**src/rtl/gtie_pkg.sv**
```systemverilog
// Shared constants, types and the per-level digit step for the tile index encoder.
`timescale 1ns / 1ps
`default_nettype none
package gtie_pkg;

  localparam int TILING    = 10;
  localparam int MAX_LEVEL = 9;
  localparam int NCELL     = MAX_LEVEL + 1;

  localparam int FRAC_W = 33;
  localparam int LVL_W  = 4;
  localparam int DIG_W  = 4;
  localparam int PROD_W = FRAC_W + $clog2(TILING + 1);
  localparam int HI_W   = PROD_W - 32;

  localparam logic [FRAC_W-1:0] FRAC_ONE = FRAC_W'(64'd1 << 32);

  // Token handed from cell to cell: remaining fractions and level bookkeeping.
  typedef struct packed {
    logic              empty;
    logic [FRAC_W-1:0] lat;
    logic [FRAC_W-1:0] lon;
    logic [LVL_W-1:0]  lvl;
    logic [LVL_W-1:0]  left;
  } tok_t;

  // One result as produced by a cell.
  typedef struct packed {
    logic             vld;
    logic [LVL_W-1:0] lvl;
    logic [DIG_W-1:0] row;
    logic [DIG_W-1:0] col;
    logic             empty;
    logic             last;
  } res_t;

  typedef struct packed {
    logic [DIG_W-1:0]  digit;
    logic [FRAC_W-1:0] frac;
  } step_t;

  // digit = floor(f * TILING), clamped; the fraction keeps the remainder.
  function automatic step_t frac_step(input logic [FRAC_W-1:0] f);
    logic [PROD_W-1:0] prod;
    logic [HI_W-1:0]   hi;
    logic [DIG_W-1:0]  d;
    step_t             s;
    prod = PROD_W'(f) * PROD_W'(TILING);
    hi   = prod[PROD_W-1:32];
    if (hi > HI_W'(TILING - 1)) begin
      d = DIG_W'(TILING - 1);
    end else begin
      d = DIG_W'(hi);
    end
    s.digit = d;
    s.frac  = FRAC_W'(prod - (PROD_W'(d) << 32));
    return s;
  endfunction

endpackage
`default_nettype wire

```
**src/rtl/gtie_cell.sv**
```systemverilog
// One level cell: holds a token, forms its digit pair and hands the remainder on.
`timescale 1ns / 1ps
`default_nettype none
module gtie_cell (
  input  wire logic          clk,
  input  wire logic          rst_n,
  input  wire logic          ld,
  input  wire logic          vld_i,
  input  wire gtie_pkg::tok_t tok_i,
  output logic               vld_o,
  output gtie_pkg::tok_t     tok_o,
  output gtie_pkg::res_t     res_o
);
  import gtie_pkg::*;

  logic  vld_r;
  tok_t  dat_r;
  step_t lat_s;
  step_t lon_s;
  logic  last;

  always_ff @(posedge clk) begin
    if (!rst_n) begin
      vld_r <= 1'b0;
    end else if (ld) begin
      vld_r <= vld_i;
    end
  end

  always_ff @(posedge clk) begin
    if (ld) begin
      dat_r <= tok_i;
    end
  end

  always_comb begin
    lat_s = frac_step(dat_r.lat);
    lon_s = frac_step(dat_r.lon);
    last  = dat_r.empty | (dat_r.left == '0);

    res_o.vld   = vld_r;
    res_o.lvl   = dat_r.empty ? '0 : dat_r.lvl;
    res_o.row   = dat_r.empty ? '0 : lat_s.digit;
    res_o.col   = dat_r.empty ? '0 : lon_s.digit;
    res_o.empty = dat_r.empty;
    res_o.last  = last;

    vld_o       = vld_r & ~last;
    tok_o.empty = 1'b0;
    tok_o.lat   = lat_s.frac;
    tok_o.lon   = lon_s.frac;
    tok_o.lvl   = dat_r.lvl + LVL_W'(1);
    tok_o.left  = dat_r.left - LVL_W'(1);
  end

endmodule
`default_nettype wire

```
**src/rtl/geo_tile_index_encoder.sv**
```systemverilog
// Top level: hierarchical lat/lon tile index encoder built as a chain of level cells.
//
// Input stream: in_tdata carries lat_pos, lon_pos and level; in_tuser is
// has_position. Each accepted transaction yields level+1 results (level is
// saturated to MAX_LEVEL), one per tile level from 0 upward, the final one
// with out_tlast set. Without a position a single result with out_tuser
// (empty) and out_tlast set and all digits zero is produced.
// Fractions above 2^32 are treated as 2^32.
// The item enters the first cell; each cycle the output advances, the token steps
// one cell down the chain, and the cell holding it drives the next result into
// the output register. The first result passes the first cell's register and
// then the output register. in_tready is high only while the chain is empty.
// A stalled receiver (out_tready low with out_tvalid high) freezes the chain
// and the output register, but an empty chain's first cell still takes a new item.
// Reset clears the chain and output valid; no results are pending afterwards.
`timescale 1ns / 1ps
`default_nettype none
module geo_tile_index_encoder (
  input  wire logic        clk,
  input  wire logic        rst_n,
  input  wire logic        in_tvalid,
  output logic             in_tready,
  input  wire logic [71:0] in_tdata,  // lat_pos[32:0], lon_pos[65:33], level[69:66]
  input  wire logic        in_tuser,  // has_position
  output logic             out_tvalid,
  input  wire logic        out_tready,
  output logic [15:0]      out_tdata, // tile_level[3:0], row_digit[7:4], col_digit[11:8]
  output logic             out_tuser, // empty_res
  output logic             out_tlast
);
  import gtie_pkg::*;

  logic              in_acc;
  logic              adv;
  logic              busy;
  logic              cin_vld  [NCELL];
  tok_t              cin_tok  [NCELL];
  logic              cout_vld [NCELL];
  tok_t              cout_tok [NCELL];
  res_t              cres     [NCELL];
  res_t              sel;
  logic [FRAC_W-1:0] lat_in;
  logic [FRAC_W-1:0] lon_in;
  logic [LVL_W-1:0]  lvl_in;

  logic              out_valid_r;
  res_t              out_res_r;

  assign adv       = ~out_valid_r | out_tready;
  assign in_tready = ~busy;
  assign in_acc    = in_tvalid & in_tready;

  always_comb begin
    lat_in = in_tdata[32:0];
    lon_in = in_tdata[65:33];
    lvl_in = in_tdata[69:66];
    if (lat_in > FRAC_ONE) lat_in = FRAC_ONE;
    if (lon_in > FRAC_ONE) lon_in = FRAC_ONE;
    if (lvl_in > LVL_W'(MAX_LEVEL)) lvl_in = LVL_W'(MAX_LEVEL);
  end

  assign cin_vld[0] = in_acc;
  assign cin_tok[0] = '{empty: ~in_tuser, lat: lat_in, lon: lon_in, lvl: '0, left: lvl_in};

  genvar k;
  generate
    for (k = 0; k < NCELL; k++) begin : g_cell
      if (k > 0) begin : g_link
        assign cin_vld[k] = cout_vld[k-1];
        assign cin_tok[k] = cout_tok[k-1];
      end
      gtie_cell u_cell (
        .clk   (clk),
        .rst_n (rst_n),
        .ld    ((k == 0) ? (adv | in_acc) : adv),
        .vld_i (cin_vld[k]),
        .tok_i (cin_tok[k]),
        .vld_o (cout_vld[k]),
        .tok_o (cout_tok[k]),
        .res_o (cres[k])
      );
    end
  endgenerate

  // At most one cell holds a token, so an OR of the valid results selects it.
  always_comb begin
    busy = 1'b0;
    sel  = '0;
    for (int i = 0; i < NCELL; i++) begin
      busy = busy | cres[i].vld;
      if (cres[i].vld) sel = sel | cres[i];
    end
  end

  always_ff @(posedge clk) begin
    if (!rst_n) begin
      out_valid_r <= 1'b0;
    end else if (adv) begin
      out_valid_r <= sel.vld;
    end
  end

  always_ff @(posedge clk) begin
    if (adv) begin
      out_res_r <= sel;
    end
  end

  assign out_tvalid = out_valid_r;
  assign out_tdata  = {4'b0, out_res_r.col, out_res_r.row, out_res_r.lvl};
  assign out_tuser  = out_res_r.empty;
  assign out_tlast  = out_res_r.last;

endmodule
`default_nettype wire

```
**config.mk**
```make
export PLATFORM = sky130hd
export DESIGN_NAME = geo_tile_index_encoder
export DESIGN_NICKNAME = d
export VERILOG_FILES = /design/src/rtl/gtie_pkg.sv /design/src/rtl/gtie_cell.sv /design/src/rtl/geo_tile_index_encoder.sv
export SDC_FILE = /design/constraint.sdc
export NUM_CORES = 2
export LEC_CHECK = 0
export ABC_AREA = 1
export BUFFER_PORTS_ARGS = -buffer_cell sky130_fd_sc_hd__clkbuf_2
export CORE_MARGIN = 10
export CORE_UTILIZATION = 55
export DETAILED_ROUTE_END_ITERATION = 8
export GPL_TIMING_DRIVEN = 0
export PLACE_DENSITY = 0.71
export SETUP_SLACK_MARGIN = 0.2
export SLEW_MARGIN = 15
export SYNTH_ARGS = -nofsm -noshare
export SYNTH_HDL_FRONTEND = slang
export SYNTH_SLANG_ARGS = --single-unit
```
**constraint.sdc**
```tcl
create_clock -name clk -period 17.6 [get_ports clk]
set_input_delay 0 -clock clk [delete_from_list [all_inputs] [get_ports clk]]
set_output_delay 0 -clock clk [all_outputs]
set_load 0.05 [all_outputs]
```
==> run_results.csv <==
group,metric,value,unit
finish,fin_cells,8674,
yosys,synth_edf_count,625,
clock_tree,clkTransAtPathRegs,0.06,ns
die,rows,118,
worst_setup_path,rr_endpoint,"g_cell[1].u_cell.dat_r[30]$_DFFE_PP_",
die,start_util,55.5,%
timing,holdWs,0.181,ns
routing,dr_total_vias,47400,
timing,skew,0.0240,ns
worst_setup_path,worstPathArrival,4.58,ns
die,die_w,344,µm
timing,setup_viol,0,
die,die_area,118000,µm²
yosys,synthMuxAreaShare,0,%
min_path,hold_start,"in_tuser",
clock_tree,tritoncts,"done",
clock_tree,root_buffer,"clkbuf_16",
global_route,antenna_found_initial,3,
worst_setup_path,critical_path_buf_inv_count,8,
placement,post-dp-hpwl,110,mm
min_path,hold_class,"in -> reg",
finish,layout.nets,8391,
yosys,seq_area_frac_synth,32.9,%
worst_setup_path,cp.depth,9,
global_route,first_global_vias,48500,
clock_tree,clk_latency,0.65,ns
timing,rsz0062_at_grt,"false",
worst_setup_path,criticalPathCategory,"reg -> reg",
worst_setup_path,cp_max_fo,90,
timing,setup_tns,0,ns
clock_tree,cts-htree-levels,3,
finish,drive_above_1_share,4.22,%
routing,viasPerCell,5.47,
yosys,synth-seq-cells,636,
routing,firstDrtPassIters,6,
worst_setup_path,crit_top_cell,"buf_16",
worst_setup_path,cpMaxStageDelayCell,"nor2_1",
placement,place_inst,8453,
yosys,syn_avg_cell_area,8.28,µm²
yosys,synth_compound_gate_area_share,10.5,%
worst_setup_path,regToRegSetupSlack,13.36,ns
finish,final_cell_mix,"nand2_1 (1745), ha_1 (1065), inv_1 (748)",
timing,worst_pin_slew,1.08,ns
yosys,synth-main-ff-cell,"edfxtp_1",
min_path,hold_path_end,"g_cell[0].u_cell.res_o[1]$_DFFE_PP_",
timing,fin_crit_sh,24.1,%
global_route,grt_overflow,0,
yosys,syn_area,57700,µm²
finish,final_common_cell,"nand2_1",
routing,ant_nets,0,
worst_setup_path,crit_path_end_kind,"register",
routing,routed_wl,134,mm
run_status,outcome,"finished clean",
min_path,hold_depth,3,
yosys,synthCells,6972,
finish,areaGrowthSynthToFinish,9.84,%
global_route,grt_max_degree,91,
yosys,yosys.area_share.adder,23.7,%
timing,fmax,0.236,GHz
clock_tree,cts_sinks,636,
yosys,synthXorXnorAreaFrac,6.45,%
worst_setup_path,critPathRequiredTime,17.94,ns
routing,drc,0,
global_route,grtUsageTotal,22.7,%
yosys,ys_types,56,
routing,routedWlPerCell,15.5,µm
placement,io_buffers,90,
timing,drv_slew,0,
worst_setup_path,r2r_start,"out_tvalid$_SDFFE_PN0P_",
worst_setup_path,path_delay_family,"buffers and inverters",
yosys,ys_warn_count,0,
timing,hold_viol,0,
worst_setup_path,cp-start-kind,"register",
yosys,synthSimpleGateAreaFrac,21.4,%
timing,finalCriticalPeriod,4.24,ns
yosys,synth_top_family_by_area,"adder cells",
run,drv_cap,0,
die,core,104000,µm²
timing,relSlewSlack,27.8,%
clock_tree,clk_path_buf_depth,3,
routing,drtIter0Drc,2555,
placement,gp_congestion,0.929,
global_route,grt_first_pass_wirelength,224,mm
clock_tree,cts_buffers,79,
worst_setup_path,slowest_delay,0.81,ns
clock_tree,post-cts-setup-buffers,0,
die,io_pins,97,
die,chipHeight,344,µm
yosys,synth-async-reset-ratio,0,%
worst_setup_path,worstPathCellList,"inv_1 > nor2_1 > clkinv_4 > buf_16 > buf_16 > buf_16 > buf_16 > buf_16 > buf_16",
worst_setup_path,reg2reg_depth,9,
==> state kept, by name (all words and copies together), names as in the netlist <==
name and flops:
g_cell.u_cell.dat_r 610, out_tdata 12, g_cell.u_cell.vld_r 10, g_cell.u_cell.res_o 1, out_tlast 1, out_tuser 1
out_tvalid 1
==> metrics by stage <==
step                utilization, %  setup WS, ns  instance area, µm²
floorplan                        -          2.24               57700
global placement              57.6         -4.01               59900
detailed placement            57.9         13.48               60200
CTS                           61.0         13.46               63400
global route                  61.0         13.07               63400
finish                        61.0         13.36               63400
==> routing by layer <==
metal	vias up	wire (µm)	global-route usage, %
li1	24500	-	-
met1	21700	54800	25.2
met2	870	68700	43.2
met3	296	5860	3.24
met4	4	5060	8.33
met5	-	15	0
==> how the worst max path moves through the flow <==
stage | start | slack, ns | to
after CTS | out_tvalid$_SDFFE_PN0P_ | 13.46 | g_cell[1].u_cell.dat_r[30]$_DFFE_PP_
final | out_tvalid$_SDFFE_PN0P_ | 13.36 | g_cell[1].u_cell.dat_r[30]$_DFFE_PP_
after detailed placement | out_tvalid$_SDFFE_PN0P_ | 13.48 | g_cell[1].u_cell.dat_r[50]$_DFFE_PP_
after global placement | out_tvalid$_SDFFE_PN0P_ | -4.01 | g_cell[1].u_cell.dat_r[39]$_DFFE_PP_
after floorplan | out_tvalid$_SDFFE_PN0P_ | 2.24 | g_cell[1].u_cell.dat_r[0]$_DFFE_PP_
after global routing | out_tvalid$_SDFFE_PN0P_ | 13.07 | g_cell[1].u_cell.dat_r[2]$_DFFE_PP_
==> area by class of cell <==
class / count / area, µm²
diodes: 1 / 2.50
fillers: 9199 / 40500
well taps: 1380 / 1730
multi-input cells: 5567 / 35800
clock inverters: 42 / 343
plain buffers: 23 / 104
flip-flops and latches: 636 / 19000
inverters: 749 / 2820
clock buffers: 101 / 2140
repair buffers: 175 / 1440
==> cell usage after synthesis (all sizes together), types with 17 or more instances <==
cell type  instances  area share [%]
nor3              66            0.60
o21ai            199             1.8
nand2           1773              12
inv              748             4.9
xor2             272             4.1
xnor2            153             2.3
a21oi            568             5.0
edfxtp           625              33
a21boi            38            0.51
a21o              66            0.86
o21bai            77             1.0
ha              1065              23
clkbuf            17            0.11
nand4             90            0.98
a31oi             58            0.63
fa                18            0.62
nor4              31            0.38
nor2             640             4.2
nand3            360             3.2
==> repair_timing <==
action,4_1_cts,5_1_grt
resized for setup,0,0
hold endpoints to repair,87,0
hold buffers,77,0
==> worst min-delay path, stage by stage <==
cell and delay [ns]:
dlygate4sd3_1 0.56, clkbuf_2 0.12, inv_1 0.04
==> cell families (layout without fill, tap and decap cells) <==
family | count (synthesis) | count (layout)
and+or+nand+nor | 2997 | 2997
adders and majority gates | 1083 | 1083
AOI/OAI and AO/OA | 1058 | 1058
buffers and inverters | 772 | 1090
DFF | 636 | 636
xor gates and xnor gates | 425 | 425
other | 1 | 5
Power is left out: the tool's default activity adds up to more than one toggle a clock period on the data nets, which glitch-free logic cannot reach.
